### config.mk
export PLATFORM = sky130hd
export DESIGN_NAME = link_reconnect_supervisor
export DESIGN_NICKNAME = d
export VERILOG_FILES = /design/src/sv/lrs_pkg.sv /design/src/sv/link_reconnect_supervisor.sv /design/src/sv/lrs_button.sv /design/src/sv/lrs_link.sv
export SDC_FILE = /design/constraint.sdc
export NUM_CORES = 1
export LEC_CHECK = 0
export ABC_AREA = 1
export BUFFER_PORTS_ARGS = -buffer_cell sky130_fd_sc_hd__buf_4
export CAP_MARGIN = 0
export CORE_MARGIN = 2
export CORE_UTILIZATION = 60
export CTS_CLUSTER_SIZE = 28
export DETAILED_ROUTE_END_ITERATION = 8
export PLACE_DENSITY = 0.78
export REMOVE_ABC_BUFFERS = 1
export SLEW_MARGIN = 20
export SYNTH_ARGS = -nofsm -noshare
export SYNTH_HDL_FRONTEND = slang
export SYNTH_HIERARCHICAL = 1
export SYNTH_SLANG_ARGS = --single-unit
export TNS_END_PERCENT = 50
### constraint.sdc
create_clock -name clk -period 10.3 [get_ports clk]
set_input_delay 2.06 -clock clk [delete_from_list [all_inputs] [get_ports clk]]
set_output_delay 2.06 -clock clk [all_outputs]
set_load 0.01 [all_outputs]
### src/sv/lrs_pkg.sv
// ----------------------------------------------------------------------------
// lrs_pkg: shared types and constants of the link reconnect supervisor
// Operation codes, LED and peer-link codes, register indexes and reset
// values, and the structs passed between the supervisor's modules.
// ----------------------------------------------------------------------------
package lrs_pkg;

	// Item operation codes
	localparam logic [1:0] OP_POLL         = 2'd0;
	localparam logic [1:0] OP_CONNECTED    = 2'd1;
	localparam logic [1:0] OP_DISCONNECTED = 2'd2;
	localparam logic [1:0] OP_STA_START    = 2'd3;

	// LED styles
	localparam logic [1:0] LED_UNSET = 2'd0;
	localparam logic [1:0] LED_BLINK = 2'd1;
	localparam logic [1:0] LED_ON    = 2'd2;
	localparam logic [1:0] LED_SLOW  = 2'd3;

	// Peer-link states
	localparam logic [1:0] PEER_IDLE    = 2'd0;
	localparam logic [1:0] PEER_ONLINE  = 2'd1;
	localparam logic [1:0] PEER_OFFLINE = 2'd2;

	// Configuration register indexes
	localparam int unsigned CFG_IDX_W = 3;
	localparam logic [CFG_IDX_W-1:0] REG_DEBOUNCE      = 3'd0;
	localparam logic [CFG_IDX_W-1:0] REG_LONG_PRESS    = 3'd1;
	localparam logic [CFG_IDX_W-1:0] REG_RETRY_INTVL   = 3'd2;
	localparam logic [CFG_IDX_W-1:0] REG_OFFLINE_TMO   = 3'd3;
	localparam logic [CFG_IDX_W-1:0] REG_MAX_ATTEMPTS  = 3'd4;

	localparam int unsigned CFG_DATA_W = 32;

	// Register reset values
	localparam logic [15:0] DEBOUNCE_RST     = 16'd250;
	localparam logic [15:0] LONG_PRESS_RST   = 16'd3000;
	localparam logic [31:0] RETRY_INTVL_RST  = 32'd10000;
	localparam logic [31:0] OFFLINE_TMO_RST  = 32'd300000;
	localparam logic [5:0]  MAX_ATTEMPTS_RST = 6'd30;

	typedef struct packed {
		logic [15:0] debounce_ms;
		logic [15:0] long_press_ms;
		logic [31:0] retry_interval_ms;
		logic [31:0] offline_timeout_ms;
		logic [5:0]  max_attempts;
	} cfg_t;

	// Link-side status after an item has been applied
	typedef struct packed {
		logic [1:0] led_style;
		logic [1:0] peer_link_state;
		logic       offline_active;
		logic [5:0] attempt_count;
	} link_stat_t;

	// Link-side pulses of one poll
	typedef struct packed {
		logic begin_connect;
		logic reconnect_request;
		logic update_check_due;
	} link_pulse_t;

endpackage

### src/sv/link_reconnect_supervisor.sv
// ----------------------------------------------------------------------------
// link_reconnect_supervisor: button and link reconnect supervisor
// Debounces the provisioning button and supervises link loss, reconnect
// pacing and offline mode; one result item for each input item.
// ----------------------------------------------------------------------------
//  Channel  Handshake               Payload
//  in       in_valid / in_stall     operation, time_ms, button_level, link_up
//  out      out_valid / out_stall   start_provisioning .. button_pressed
//  cfg      cfg_write               cfg_index, cfg_data
//
// An item is taken into the input register, processed combinationally and its
// result is written to the output register; one item is accepted every cycle
// while the output is not stalled.
// The input register keeps taking an item while a result waits in the
// output register; in_stall rises only when both are full and out is stalled.
// Reset restores the register defaults and clears all supervisor state.
// ----------------------------------------------------------------------------
module link_reconnect_supervisor (
	input  logic                                clk,
	input  logic                                arst_n,
	input  logic                                in_valid,
	output logic                                in_stall,
	input  logic [1:0]                          operation,
	input  logic [31:0]                         time_ms,
	input  logic                                button_level,
	input  logic                                link_up,
	output logic                                out_valid,
	input  logic                                out_stall,
	output logic                                start_provisioning,
	output logic                                begin_connect,
	output logic                                reconnect_request,
	output logic                                update_check_due,
	output logic [1:0]                          led_style,
	output logic [1:0]                          peer_link_state,
	output logic                                offline_active,
	output logic [5:0]                          attempt_count,
	output logic                                button_pressed,
	input  logic                                cfg_write,
	input  logic [lrs_pkg::CFG_IDX_W-1:0]       cfg_index,
	input  logic [lrs_pkg::CFG_DATA_W-1:0]      cfg_data
);

	lrs_pkg::cfg_t        cfg_q;

	logic                 valid_s1;
	logic [1:0]           op_s1;
	logic [31:0]          time_s1;
	logic                 button_s1;
	logic                 link_s1;

	logic                 adv;
	logic                 take;
	logic                 is_poll;
	logic                 prov;
	logic                 debounced_nxt;
	logic                 debounced_cur;
	lrs_pkg::link_pulse_t pulse;
	lrs_pkg::link_stat_t  stat_nxt;

	// Configuration registers
	always_ff @(posedge clk or negedge arst_n) begin
		if (!arst_n) begin
			cfg_q.debounce_ms        <= lrs_pkg::DEBOUNCE_RST;
			cfg_q.long_press_ms      <= lrs_pkg::LONG_PRESS_RST;
			cfg_q.retry_interval_ms  <= lrs_pkg::RETRY_INTVL_RST;
			cfg_q.offline_timeout_ms <= lrs_pkg::OFFLINE_TMO_RST;
			cfg_q.max_attempts       <= lrs_pkg::MAX_ATTEMPTS_RST;
		end else if (cfg_write) begin
			unique case (cfg_index)
				lrs_pkg::REG_DEBOUNCE:     cfg_q.debounce_ms        <= cfg_data[15:0];
				lrs_pkg::REG_LONG_PRESS:   cfg_q.long_press_ms      <= cfg_data[15:0];
				lrs_pkg::REG_RETRY_INTVL:  cfg_q.retry_interval_ms  <= cfg_data[31:0];
				lrs_pkg::REG_OFFLINE_TMO:  cfg_q.offline_timeout_ms <= cfg_data[31:0];
				lrs_pkg::REG_MAX_ATTEMPTS: cfg_q.max_attempts       <= cfg_data[5:0];
				default: ;
			endcase
		end
	end

	// The held item moves on when the output register is empty or drains.
	assign adv      = valid_s1 && (!out_valid || !out_stall);
	assign in_stall = valid_s1 && !adv;
	assign take     = in_valid && !in_stall;
	assign is_poll  = (op_s1 == lrs_pkg::OP_POLL);

	always_ff @(posedge clk or negedge arst_n) begin
		if (!arst_n) begin
			valid_s1 <= 1'b0;
		end else if (take) begin
			valid_s1 <= 1'b1;
		end else if (adv) begin
			valid_s1 <= 1'b0;
		end
	end

	always_ff @(posedge clk) begin
		if (take) begin
			op_s1     <= operation;
			time_s1   <= time_ms;
			button_s1 <= button_level;
			link_s1   <= link_up;
		end
	end

	lrs_button u_button (
		.clk           (clk),
		.arst_n        (arst_n),
		.en            (adv && is_poll),
		.now           (time_s1),
		.pressed       (~button_s1),
		.cfg           (cfg_q),
		.prov          (prov),
		.debounced_nxt (debounced_nxt),
		.debounced     (debounced_cur)
	);

	lrs_link u_link (
		.clk      (clk),
		.arst_n   (arst_n),
		.en       (adv),
		.op       (op_s1),
		.now      (time_s1),
		.up       (link_s1),
		.cfg      (cfg_q),
		.pulse    (pulse),
		.stat_nxt (stat_nxt)
	);

	// Result register
	always_ff @(posedge clk or negedge arst_n) begin
		if (!arst_n) begin
			out_valid <= 1'b0;
		end else if (adv) begin
			out_valid <= 1'b1;
		end else if (!out_stall) begin
			out_valid <= 1'b0;
		end
	end

	always_ff @(posedge clk) begin
		if (adv) begin
			// Event items carry no pulses and leave the button state alone.
			start_provisioning <= is_poll && prov;
			begin_connect      <= pulse.begin_connect;
			reconnect_request  <= pulse.reconnect_request;
			update_check_due   <= pulse.update_check_due;
			led_style          <= stat_nxt.led_style;
			peer_link_state    <= stat_nxt.peer_link_state;
			offline_active     <= stat_nxt.offline_active;
			attempt_count      <= stat_nxt.attempt_count;
			button_pressed     <= is_poll ? debounced_nxt : debounced_cur;
		end
	end

	a_stall_needs_item: assert property (@(posedge clk) disable iff (!arst_n)
		in_stall |-> valid_s1)
		else $error("input stalled with no item held");

	a_adv_gives_result: assert property (@(posedge clk) disable iff (!arst_n)
		adv |=> out_valid)
		else $error("processed item produced no result");

	a_one_link_pulse: assert property (@(posedge clk) disable iff (!arst_n)
		out_valid |-> !(begin_connect && reconnect_request))
		else $error("fresh connect and reconnect in one result");

	a_begin_leaves_offline: assert property (@(posedge clk) disable iff (!arst_n)
		(out_valid && begin_connect) |-> (!offline_active && attempt_count == 6'd1))
		else $error("fresh connect without leaving offline mode");

	a_retry_counts: assert property (@(posedge clk) disable iff (!arst_n)
		(out_valid && reconnect_request) |-> (attempt_count != 6'd0))
		else $error("reconnect issued without counting the attempt");

endmodule

### src/sv/lrs_button.sv
// ----------------------------------------------------------------------------
// lrs_button: button debounce and long-press detection
// Tracks the raw level, debounces it and flags a long press once per hold.
// The next state is worked out combinationally and taken on en.
// ----------------------------------------------------------------------------
module lrs_button (
	input  logic               clk,
	input  logic               arst_n,
	input  logic               en,
	input  logic [31:0]        now,
	input  logic               pressed,
	input  lrs_pkg::cfg_t      cfg,
	output logic               prov,
	output logic               debounced_nxt,
	output logic               debounced
);

	logic        last_raw_q;
	logic [31:0] change_time_q;
	logic        debounced_q;
	logic        handled_q;

	logic        changed;
	logic [31:0] ct1;
	logic        ph1;
	logic [31:0] held;
	logic        ph_nxt;
	logic [31:0] ct_nxt;

	always_comb begin
		changed = (pressed != last_raw_q);
		ct1     = changed ? now : change_time_q;
		ph1     = (changed && !pressed) ? 1'b0 : handled_q;
		held    = now - ct1;
		debounced_nxt = (held >= {16'd0, cfg.debounce_ms}) ? pressed : debounced_q;
		prov    = debounced_nxt && !ph1 && (held >= {16'd0, cfg.long_press_ms});
		ph_nxt  = prov ? 1'b1 : ph1;
		ct_nxt  = prov ? now : ct1;
	end

	assign debounced = debounced_q;

	always_ff @(posedge clk or negedge arst_n) begin
		if (!arst_n) begin
			last_raw_q    <= 1'b0;
			change_time_q <= '0;
			debounced_q   <= 1'b0;
			handled_q     <= 1'b0;
		end else if (en) begin
			last_raw_q    <= pressed;
			change_time_q <= ct_nxt;
			debounced_q   <= debounced_nxt;
			handled_q     <= ph_nxt;
		end
	end

endmodule

### src/sv/lrs_link.sv
// ----------------------------------------------------------------------------
// lrs_link: link supervision
// Paces reconnect requests, enters and leaves offline mode, and keeps the
// LED style and peer-link state from polls and link events.
// ----------------------------------------------------------------------------
module lrs_link (
	input  logic                 clk,
	input  logic                 arst_n,
	input  logic                 en,
	input  logic [1:0]           op,
	input  logic [31:0]          now,
	input  logic                 up,
	input  lrs_pkg::cfg_t        cfg,
	output lrs_pkg::link_pulse_t pulse,
	output lrs_pkg::link_stat_t  stat_nxt
);

	logic        offline_q;
	logic [31:0] offline_start_q;
	logic [31:0] last_retry_q;
	logic [5:0]  attempts_q;
	logic        pending_q;
	logic [1:0]  led_q;
	logic [1:0]  peer_q;

	logic        offline_n;
	logic [31:0] offline_start_n;
	logic [31:0] last_retry_n;
	logic [5:0]  attempts_n;
	logic        pending_n;
	logic [1:0]  led_n;
	logic [1:0]  peer_n;

	logic [31:0] off_elapsed;
	logic [31:0] retry_elapsed;

	always_comb begin
		offline_n       = offline_q;
		offline_start_n = offline_start_q;
		last_retry_n    = last_retry_q;
		attempts_n      = attempts_q;
		pending_n       = pending_q;
		led_n           = led_q;
		peer_n          = peer_q;
		pulse           = '0;
		off_elapsed     = now - offline_start_q;
		retry_elapsed   = now - last_retry_q;

		unique case (op)
			lrs_pkg::OP_POLL: begin
				if (up) begin
					attempts_n = '0;
					pulse.update_check_due = 1'b1;
				end else if (offline_q) begin
					if (off_elapsed >= cfg.offline_timeout_ms) begin
						offline_n    = 1'b0;
						attempts_n   = 6'd1;
						last_retry_n = now;
						pulse.begin_connect = 1'b1;
					end
				end else if (attempts_q >= cfg.max_attempts) begin
					peer_n          = lrs_pkg::PEER_OFFLINE;
					offline_start_n = now;
					offline_n       = 1'b1;
					led_n           = lrs_pkg::LED_SLOW;
				end else if (pending_q && (retry_elapsed >= cfg.retry_interval_ms)) begin
					// Below max_attempts here, so the count cannot wrap.
					attempts_n   = attempts_q + 6'd1;
					last_retry_n = now;
					pending_n    = 1'b0;
					pulse.reconnect_request = 1'b1;
				end
			end
			lrs_pkg::OP_CONNECTED: begin
				peer_n     = lrs_pkg::PEER_ONLINE;
				led_n      = lrs_pkg::LED_ON;
				attempts_n = '0;
			end
			lrs_pkg::OP_DISCONNECTED: begin
				led_n     = lrs_pkg::LED_BLINK;
				peer_n    = lrs_pkg::PEER_IDLE;
				pending_n = 1'b1;
			end
			default: begin
				led_n = lrs_pkg::LED_BLINK;
			end
		endcase

		stat_nxt.led_style       = led_n;
		stat_nxt.peer_link_state = peer_n;
		stat_nxt.offline_active  = offline_n;
		stat_nxt.attempt_count   = attempts_n;
	end

	always_ff @(posedge clk or negedge arst_n) begin
		if (!arst_n) begin
			offline_q       <= 1'b0;
			offline_start_q <= '0;
			last_retry_q    <= '0;
			attempts_q      <= '0;
			pending_q       <= 1'b0;
			led_q           <= lrs_pkg::LED_UNSET;
			peer_q          <= lrs_pkg::PEER_IDLE;
		end else if (en) begin
			offline_q       <= offline_n;
			offline_start_q <= offline_start_n;
			last_retry_q    <= last_retry_n;
			attempts_q      <= attempts_n;
			pending_q       <= pending_n;
			led_q           <= led_n;
			peer_q          <= peer_n;
		end
	end

endmodule

==> summary.md, run 1 <==
| Metric | Value |
|---|---|
| Total gr overflow | `0` |
| Clk slew on worst S/H paths | `~0.06 ns` |
| Yosys Warn Count | `6` |
| Number of setup buffers added after CTS | `0` |
| Fin. Hold Viols | `0` |
| NetSw | `0.00321 W` |
| Post-synth EDFFs | `52` |
| Reported leakage power | `~12 nW` |
| Placer Congestion | `0.962` |
| Setup CP Type | `register to register` |
| Unrepaired setup endpoints after global routing | `no` |
| Cts bufs inserted | `34` |
| Synth Register Bits | `267` |
| Hold crit path type | `register to register` |
| Register area share after synthesis | `approximately a third` |
| Max FO, Critical Path | `49` |
| Final WL | `57.2 mm` |
| Total Neg Setup Slack | `0 ns` |
| Top_reg_cell synth | `dfrtp_1` |
| Post-route DRC violation count | `0` |
| Part of the power in combinational logic | `59.1%` |
| Root Driver | `clkbuf_16` |
| Tmin final | `5.98 ns` |
| Initial Utilization | `about three fifths` |
| Post-synth cell types | `54` |
| FMAX | `about 170 MHz` |
| I/O Buffers | `93` |
| CTS sink cnt | `267` |
| R2R setup slack | `4.32 ns` |
| Clk network pwr share | `17.6%` |
| Final cell count without fillers | `roughly 3,300` |
| Synth Cell Area | `19,800 um^2` |
| Synthesis-to-layout area growth | `10.3%` |
| Clock buffer depth | `3` |
| Synth top area share | `23.4%` |
| Vias per cell | `5.56` |
| CP Capture Type | `register` |
| Nets | `about 3,000` |
| Hold buffers post-CTS | `0` |
| Worst vdd rail ir drop | `between 0.15 and 0.2 mV` |
| Worst reg2reg path depth | `27` |
| Layout cells sized above 1 | `10.4%` |
| Worst setup SP type | `register` |
| Switch share | `a little under half` |
| Clock Skew | `between 0.02 and 0.025 ns` |
| Height of the chip | `186 um` |
| Fill count | `2,877` |
| First-pass GRT wire length | `around 90 mm` |
| Synthesized area per cell | `about 7.3 um^2` |
| Pin count of the biggest net entering global routing | `79` |
| Post-CTS sizing | `0` |
| Worst Hold Depth | `2` |
| Inst Count DP | `3,185` |
| Yosys top cell by area | `dfrtp_1` |
| Number of I/O pins | `94` |
| Pint | `0.00350 W` |
| Arrival time worst endpoint | `6.26 ns` |
| Pre-antenna DRT Iters | `6` |
| Number of global-route vias before repair | `~18,000` |
| Sequential group share of total power | `23.3%` |
| Final critical-path share of the clock period | `between 50% and 60%` |
| All-Layer GR Usage | `33.4%` |
| PD cells | `307 nW/um^2` |
| Via count | `about 18,000` |
| Fin. max-slew vios | `0` |
| H-tree levels | `2` |
| Clock Latency Late Sink | `about 0.53 ns` |
| Iter 0 DRT Violations | `1,382` |
| Row count | `66` |
| DIE AREA | `roughly 35,000 um^2` |
| Asr flop ratio synth | `roughly four fifths` |
| Result of the run | `finished clean` |
| Avg WL per Cell | `17.6 um` |
| Initial antenna violation count | `0` |
| Max-Cap Viols | `0` |
| Slew HR | `26.4%` |
| Core ar. | `32,500 um^2` |
| DP HPWL | `43.4 mm` |
| Pwr Total | `between 0.006 and 0.007 W` |
| CTS tree | `yes` |
| Final antenna-violating net count | `0` |
| Critical Path RT | `~11 ns` |
| Top area cells in the synthesized netlist | `dfrtp_1, nand2_1, ha_1` |
| Final setup vio count | `0` |
| Die Wd | `186 um` |
| Post-Synthesis Cells | `2,706` |
| Slew @ Worst Pin | `1.10 ns` |
-- placed cells by master (no fill, tap or decap), types with 9 or more instances in the layout --
| cell | instances |
|---|---|
| o21ai_1 | 14 |
| edfxtp_1 | 52 |
| o21a_1 | 14 |
| dfrtp_1 | 185 |
| o21ai_2 | 22 |
| nand2_2 | 16 |
| a21oi_2 | 17 |
| clkbuf_16 | 37 |
| nor2_2 | 12 |
| inv_1 | 408 |
| nor2_4 | 14 |
| a31oi_1 | 10 |
| nand4_1 | 30 |
| nand2_1 | 827 |
| nor3_1 | 19 |
| xnor2_1 | 24 |
| a21oi_1 | 158 |
| nor2_1 | 153 |
| o21bai_1 | 9 |
| nand3_1 | 220 |
| ha_1 | 187 |
| o21ai_0 | 108 |
| buf_4 | 101 |
| dfstp_2 | 30 |
| xor2_1 | 53 |
-- cell type report --
type	instances	area [um^2]	area share, %
Inverter	417	1570	7.16
Tap cell	442	553	2.53
Multi-Input combinational cell	1957	10900	49.8
Timing Repair Buffer	102	772	3.53
Antenna cell	4	10.0	0.0458
Clock buffer	46	990	4.53
Clock inverter	16	110	0.504
Sequential cell	267	6980	31.9
-- worst paths after layout --
path	start	to
max	button_s1	start_provisioning
min	cfg_q[75]	cfg_q[75]
max reg2reg	button_s1	start_provisioning
min reg2reg	cfg_q[75]	cfg_q[75]
max in group asynchronous	arst_n	cfg_q[35]
min in group asynchronous	arst_n	cfg_q[100]
-- cells by family (layout without fill, tap and decap cells) --
family	count (synthesis)	count (layout)	share of synthesized area [%]
buf+inv	482	581	9.98
fa+ha+maj	189	189	12.0
xor+xnor	77	77	3.40
compound gates	375	375	10.9
simple gates	1315	1315	28.5
other cells	0	4	0
mux	1	1	0.0568
flops	267	267	35.2
-- routing by layer --
| layer | global-route usage [%] | vias to the layer above | part of all wire [%] |
|---|---|---|---|
| li1 | - | 8870 | - |
| met1 | 43.3 | 8499 | 42 |
| met2 | 55.3 | 602 | 47 |
| met3 | 7.18 | 119 | 7.3 |
| met4 | 11.9 | 0 | 3.3 |
| met5 | 0 | - | 0 |
-- metrics by stage --
step	cell area [um^2]	hold WS [ns]	setup slack, ns	utilization, %
4_1_cts	21800	0.463	4.39	67.1
2_1_floorplan	19400	0.442	5.04	-
6_report	21900	0.462	4.32	67.2
5_1_grt	21800	0.475	3.74	67.1
3_5_place_dp	20700	0.454	4.50	63.7
3_3_place_gp	20700	0.451	4.53	63.7
-- synthesized netlist by cell type, types with 3 or more instances --
cell type,n
nand2_1,828
inv_1,408
nand3_1,220
ha_1,187
dfrtp_1,185
a21oi_1,158
nor2_1,154
o21ai_0,108
xor2_1,53
edfxtp_1,52
dfstp_2,30
nand4_1,30
buf_2,26
xnor2_1,24
o21ai_2,22
nor3_1,19
a21oi_2,17
clkbuf_1,16
nand2_2,15
o21a_1,14
o21ai_1,14
nor2_4,13
nor2_2,12
a31oi_1,10
buf_4,10
o21bai_1,9
a21o_1,8
buf_6,8
nand3_2,8
inv_2,7
nand2_4,5
o211ai_1,3
-- power groups by stage --
stage	registers, W	logic, W	clock network [W]
floorplan	0.00152	0.00288	0
detailed placement	0.00157	0.00388	0
global route	0.00159	0.00448	0.00124
global placement	0.00156	0.00375	0
finish	0.00156	0.00396	0.00118
CTS	0.00155	0.00391	0.00120
-- worst max-delay path, stage by stage (launching register included) --
cell and delay (ns):
edfxtp_1 0.37, inv_1 0.11, inv_1 0.10, ha_1 0.30, buf_4 0.27, inv_1 0.84
o21ai_0 0.30, ha_1 0.42, inv_1 0.07, nor2_2 0.18, nand2_2 0.11, nor2_1 0.12
nand2_1 0.06, nand2_1 0.09, xor2_1 0.23, ha_1 0.29, a21oi_1 0.13, nor2_1 0.05
a211oi_1 0.17, inv_1 0.06, a21oi_1 0.29, nand3_1 0.16, nand2_2 0.13, nand2_4 0.25
nand2_4 0.44, inv_1 0.07, inv_1 0.06, nor2_1 0.04
-- flip-flops by register name, summed over array words and instances (netlist names), 2 cells and up --
| signal | cells |
|---|---|
| led_style | 2 |
| u_button/change_time_q | 32 |
| u_link/led_q | 2 |
| attempt_count | 6 |
| u_link/peer_q | 2 |
| u_link/offline_start_q | 32 |
| peer_link_state | 2 |
| time_s1 | 32 |
| u_link/last_retry_q | 32 |
| u_link/attempts_q | 6 |
| op_s1 | 2 |
| cfg_q | 102 |
(Power assumes the default switching activity.)
==> run 2: changes to the inputs <==
clock period = 5.99 ns   (was 10.3 ns; I/O delays follow)
==> summary.md, run 2 (same netlist as run 1, synthesis figures left out) <==
| Metric | Value |
|---|---|
| Hold slack final | `0.463 ns (+0.000747 ns)` |
| Hold_sp | `cfg_q[93]` |
| CTS sink cnt | `267 (unchanged)` |
| Most frequent cells in the layout | `nand2_1, inv_1, nand3_1` |
| Hold crit path type | `register to register` |
| Fin. Hold Viols | `0 (unchanged)` |
| Clock Skew | `0.0122 ns (-0.0112 ns)` |
| Clock Latency Late Sink | `0.61 ns (+0.08 ns)` |
| Layout cells sized above 1 | `10.4% (-0.017 points)` |
| Pre-antenna DRT Iters | `5 (-1)` |
| Reg2reg end | `u_button/change_time_q[19]` |
| R2R setup slack | `0.86 ns (-3.46 ns)` |
| Number of I/O pins | `94 (unchanged)` |
| Tmin final | `5.13 ns (-0.848 ns)` |
| Root Driver | `clkbuf_16` |
| Commonest non-fill, non-tap cell in the layout | `nand2_1` |
| Final WL | `57.7 mm (+0.91%)` |
| Total Neg Setup Slack | `0 ns (unchanged)` |
| Number of setup buffers added after CTS | `0 (unchanged)` |
| Height of the chip | `186 um (unchanged)` |
| CP most frequent cell | `nand2_1` |
| Pwr Total | `0.0115 W (+71%)` |
| Post-route DRC violation count | `0 (unchanged)` |
| Setup CP Type | `register to register` |
| Arrival time worst endpoint | `5.62 ns (-0.64 ns)` |
| Clock buffer depth | `3 (unchanged)` |
| Max FO, Critical Path | `48 (-2.0%)` |
| Final setup vio count | `0 (unchanged)` |
| H-tree levels | `1 (-1)` |
| Iter 0 DRT Violations | `1,510 (+9.3%)` |
| Hold buffers post-CTS | `0 (unchanged)` |
| Final antenna-violating net count | `0 (unchanged)` |
| FF-to-FF Start | `button_s1` |
| FMAX | `195 MHz (+17%)` |
| Final worst setup slack | `0.862 ns (-3.46 ns)` |
| Slowest stage delay, CP | `0.44 ns (-0.40 ns)` |
| Slowest cell on the critical path | `nand2_4` |
| Post-CTS sizing | `0 (unchanged)` |
| Die Wd | `186 um (unchanged)` |
| Largest register FFs | `102 (unchanged)` |
| CP Capture Type | `register` |
| Pin count of the biggest net entering global routing | `114 (+44%)` |
| Unrepaired setup endpoints after global routing | `no` |
| Initial antenna violation count | `0 (unchanged)` |
| Clk slew on worst S/H paths | `0.07 ns (about the same)` |
| DIE AREA | `34,500 um^2 (unchanged)` |
| Worst setup SP type | `register` |
| Place WS | `0.965 ns (-3.54 ns)` |
| Critical Path RT | `6.48 ns (-4.10 ns)` |
| PD cells | `527 nW/um^2 (+72%)` |
| First-pass GRT wire length | `90.4 mm (+0.28%)` |
| Vias per cell | `5.61 (+0.87%)` |
| Cts bufs inserted | `31 (-8.8%)` |
| Worst vdd rail ir drop | `0.347 mV (+82%)` |
| Nets | `3,040 (-0.13%)` |
| I/O Buffers | `93 (unchanged)` |
| Slew HR | `27.4% (+1.1 points)` |
| Placer Congestion | `0.942 (-2.2%)` |
| CTS tree | `yes` |
| Number of global-route vias before repair | `17,500 (-0.48%)` |
| Initial Utilization | `60.9% (unchanged)` |
| Hold EP | `cfg_q[93]` |
| Max-Cap Viols | `0 (unchanged)` |
| Final critical-path share of the clock period | `85.6% (+28 points)` |
| Reported leakage power | `11.5 nW (-0.14%)` |
| Worst reg2reg path depth | `29 (+7.4%)` |
| Core ar. | `32,500 um^2 (unchanged)` |
| DP HPWL | `44.4 mm (+2.2%)` |
| Worst Hold Depth | `2 (unchanged)` |
| Synthesis-to-layout area growth | `10.0%` |
| Result of the run | `finished clean` |
| Fin. max-slew vios | `0 (unchanged)` |
| Register with the most flip-flops | `cfg_q` |
| Slew @ Worst Pin | `1.09 ns (-0.0143 ns)` |
| All-Layer GR Usage | `33.6% (+0.21 points)` |
| Finished Core Util | `67.0% (-0.14 points)` |
| Total gr overflow | `0 (unchanged)` |
| Row count | `66 (unchanged)` |
| Avg WL per Cell | `17.8 um (+1.2%)` |
| Via count | `18,200 (+0.62%)` |
run 2: cell types whose count changed in the layout (fill, tap and decap cells not counted), moves of 2 or more:
cell and delta:
clkinv_1 -5, diode_2 -3, clkbuf_16 -4, buf_4 -2
clkinv_2 -2, inv_6 +3
run 2: final cells by class:
cell class,instances,area (um^2)
Multi-Input combinational cell,1957,10900
Timing Repair Buffer,101,777
Clock buffer,43,893
Inverter,417,1570
Antenna cell,1,2.50
Sequential cell,267,6980
Clock inverter,15,168
Tap cell,442,553
Fill cell,2846,10700
run 2: stage by stage:
step | area, um^2 | cells
after floorplan | 19400 | 2641
after global placement | 20700 | 3184
after detailed placement | 20700 | 3184
after CTS | 21800 | 3242
after global routing | 21800 | 3242
final | 21800 | 3243
run 2: how the worst max path moves through the flow:
stage	from	endpoint	slack, ns	depth (start not counted)
final	button_s1	u_button/change_time_q[19]	0.86	29
after floorplan	button_s1	start_provisioning	0.73	29
after detailed placement	button_s1	start_provisioning	0.97	33
after global routing	button_s1	start_provisioning	0.52	28
after CTS	button_s1	start_provisioning	0.92	33
after global placement	button_s1	start_provisioning	1.0	29
run 2: routing by layer:
layer	vias up	track usage, %	share of wire [%]	routed length [um]
met1	8578	45.9	43	25000
met4	0	11.8	3.8	2220
met3	119	4.36	6.6	3830
li1	8836	-	-	-
met5	-	0	0	0
met2	669	55.2	46	26700
run 2: report_power, final:
group	leakage (nW)	internal [W]	switching (W)	total, W
registers	3.10	0.00237	0.000322	0.00269
clock network	0.521	0.00114	0.000842	0.00199
logic	7.87	0.00243	0.00438	0.00681
total	11.5	0.00594	0.00554	0.0115
run 2: critical path: cells and delay by family (launching register included):
family	cells	cell delay (ns)
AOI/OAI and AO/OA	4	0.72
adders and majority gates	4	0.92
buffers and inverters	6	0.76
DFF	1	0.36
and+or+nand+nor	14	1.98
xor gates and xnor gates	1	0.23
==> run 3: changes to the inputs <==
clock period = 6.1 ns   (was 5.99 ns; I/O delays follow)
==> summary.md, run 3 (same netlist as run 1, synthesis figures left out) <==
| Metric | Value |
|---|---|
| Pre-antenna DRT Iters | `6 (+1)` |
| Hold EP | `cfg_q[87]` |
| R2R setup slack | `0.63 ns (-0.23 ns)` |
| DIE AREA | `34,500 um^2 (unchanged)` |
| Post-CTS sizing | `0 (unchanged)` |
| Arrival time worst endpoint | `5.80 ns (+0.18 ns)` |
| Antenna Cells | `0 (-1)` |
| Pwr Total | `0.0112 W (-2.2%)` |
| Most frequent cells in the layout | `nand2_1, inv_1, nand3_1` |
| Final setup vio count | `0 (unchanged)` |
| Height of the chip | `186 um (unchanged)` |
| Slew @ Worst Pin | `1.07 ns (-0.0163 ns)` |
| Commonest non-fill, non-tap cell in the layout | `nand2_1` |
| Total gr overflow | `0 (unchanged)` |
| Worst vdd rail ir drop | `0.320 mV (-7.6%)` |
| Core ar. | `32,500 um^2 (unchanged)` |
| FF-to-FF Start | `button_s1` |
| Initial Utilization | `60.9% (unchanged)` |
| I/O Buffers | `93 (unchanged)` |
| Fill count | `2,879 (+1.2%)` |
| Worst Hold Depth | `2 (unchanged)` |
| Unrepaired setup endpoints after global routing | `no` |
| Number of I/O pins | `94 (unchanged)` |
| Row count | `66 (unchanged)` |
| Worst reg2reg path depth | `28 (-3.4%)` |
| First-pass GRT wire length | `90.3 mm (about the same)` |
| Setup CP Type | `register to register` |
| Layout cells sized above 1 | `10.3% (-0.071 points)` |
| Slew HR | `28.2% (+0.72 points)` |
| Nets | `3,041 (+0.033%)` |
| DP HPWL | `44.2 mm (-0.44%)` |
| Synthesis-to-layout area growth | `9.98% (about the same)` |
| Register with the most flip-flops | `cfg_q` |
| Clock Skew | `0.0348 ns (+0.0226 ns)` |
| Max FO, Critical Path | `48 (unchanged)` |
| Hold_sp | `cfg_q[87]` |
| CTS tree | `yes` |
| Cts bufs inserted | `31 (unchanged)` |
| Fin. Hold Viols | `0 (unchanged)` |
| FMAX | `183 MHz (-6.2%)` |
| Final antenna-violating net count | `0 (unchanged)` |
| Clock Latency Late Sink | `0.60 ns (about the same)` |
| Clock buffer depth | `3 (unchanged)` |
| Largest register FFs | `102 (unchanged)` |
| Die Wd | `186 um (unchanged)` |
| Final WL | `57.2 mm (-0.83%)` |
| Total Neg Setup Slack | `0 ns (unchanged)` |
| Worst setup SP type | `register` |
| Iter 0 DRT Violations | `1,575 (+4.3%)` |
| Slowest cell on the critical path | `nand2_4` |
| Via count | `18,100 (-0.64%)` |
| Result of the run | `finished clean` |
| Vias per cell | `5.58 (-0.61%)` |
| PD cells | `515 nW/um^2 (-2.1%)` |
| Pin count of the biggest net entering global routing | `103 (-9.6%)` |
| Final critical-path share of the clock period | `89.6% (+4.0 points)` |
| Reg2reg end | `start_provisioning` |
| CTS sink cnt | `267 (unchanged)` |
| Fin. max-slew vios | `0 (unchanged)` |
| Root Driver | `clkbuf_16` |
| Slowest stage delay, CP | `0.43 ns (about the same)` |
| Initial antenna violation count | `0 (unchanged)` |
| Reported leakage power | `11.5 nW (about the same)` |
| Post-route DRC violation count | `0 (unchanged)` |
| Hold crit path type | `register to register` |
| H-tree levels | `1 (unchanged)` |
| Max-Cap Viols | `0 (unchanged)` |
| Number of setup buffers added after CTS | `0 (unchanged)` |
| Placer Congestion | `0.968 (+2.8%)` |
| All-Layer GR Usage | `33.6% (about the same)` |
| Final Cell Area | `21,800 um^2 (about the same)` |
| Number of global-route vias before repair | `17,300 (-0.77%)` |
| CP most frequent cell | `inv_1` |
| Clk slew on worst S/H paths | `0.06 ns (about the same)` |
| Dpl cell area | `20,800 um^2 (about the same)` |
| CP Capture Type | `register` |
| Avg WL per Cell | `17.7 um (-0.80%)` |
| Critical Path RT | `6.43 ns (-0.05 ns)` |
| Tmin final | `5.47 ns (+0.339 ns)` |
| Hold buffers post-CTS | `0 (unchanged)` |
[run 3: cell types whose count changed in the layout (fill, tap and decap cells not counted)]
cell,before,now
inv_4,1,0
inv_6,4,1
inv_16,1,0
diode_2,1,0
bufinv_16,2,4
clkbuf_1,7,10
clkbuf_16,33,31
clkinv_4,1,3
inv_1,408,407
buf_4,99,100
clkbuf_8,4,5
clkinvlp_4,1,0
[run 3: metrics by stage]
step / setup WS, ns / hold WS (ns) / cells / utilization [%]
after floorplan: 0.839 / 0.442 / 2641 / -
after global placement: 0.863 / 0.451 / 3185 / 63.8
after detailed placement: 0.703 / 0.455 / 3185 / 63.8
after CTS: 0.679 / 0.464 / 3242 / 67.0
after global routing: 0.209 / 0.480 / 3242 / 67.0
final: 0.633 / 0.462 / 3242 / 67.0
[run 3: power by group]
| group | switching [W] | internal, W |
|---|---|---|
| Combinational | 0.00427 | 0.00239 |
| Clock | 0.000780 | 0.00116 |
| Sequential | 0.000315 | 0.00233 |
[run 3: worst max path at each step]
| stage | start | endpoint | cells past startpoint |
|---|---|---|---|
| after floorplan | button_s1 | start_provisioning | 29 |
| after global placement | button_s1 | start_provisioning | 28 |
| after detailed placement | button_s1 | start_provisioning | 28 |
| after CTS | button_s1 | start_provisioning | 28 |
| after global routing | button_s1 | start_provisioning | 28 |
| final | button_s1 | start_provisioning | 28 |
[run 3: final cells by class]
class | instances | area [um^2] | share of cell area (%)
repair buffers | 102 | 785 | 3.60
inverters | 417 | 1570 | 7.18
well taps | 442 | 553 | 2.54
flip-flops and latches | 267 | 6980 | 32.0
multi-input cells | 1957 | 10900 | 49.9
clock buffers | 45 | 868 | 3.98
clock inverters | 12 | 181 | 0.832
[run 3: routing by layer]
layer / part of all wire [%] / GRT usage (%) / up-vias / wire length [um]
met1: 43 / 44.8 / 8508 / 24800
li1: - / - / 8853 / -
met3: 6.7 / 5.71 / 114 / 3840
met4: 3.2 / 9.98 / 0 / 1820
met5: 0 / 0 / - / 0
met2: 47 / 56.1 / 611 / 26800
[run 3: critical path: cells and delay by family, from the launching register on]
kind / cells / cell delay (ns)
AOI/OAI and AO/OA: 3 / 0.74
xor gates and xnor gates: 1 / 0.32
DFF: 1 / 0.36
and+or+nand+nor: 12 / 1.78
buffers and inverters: 8 / 0.96
adders and majority gates: 4 / 1.03
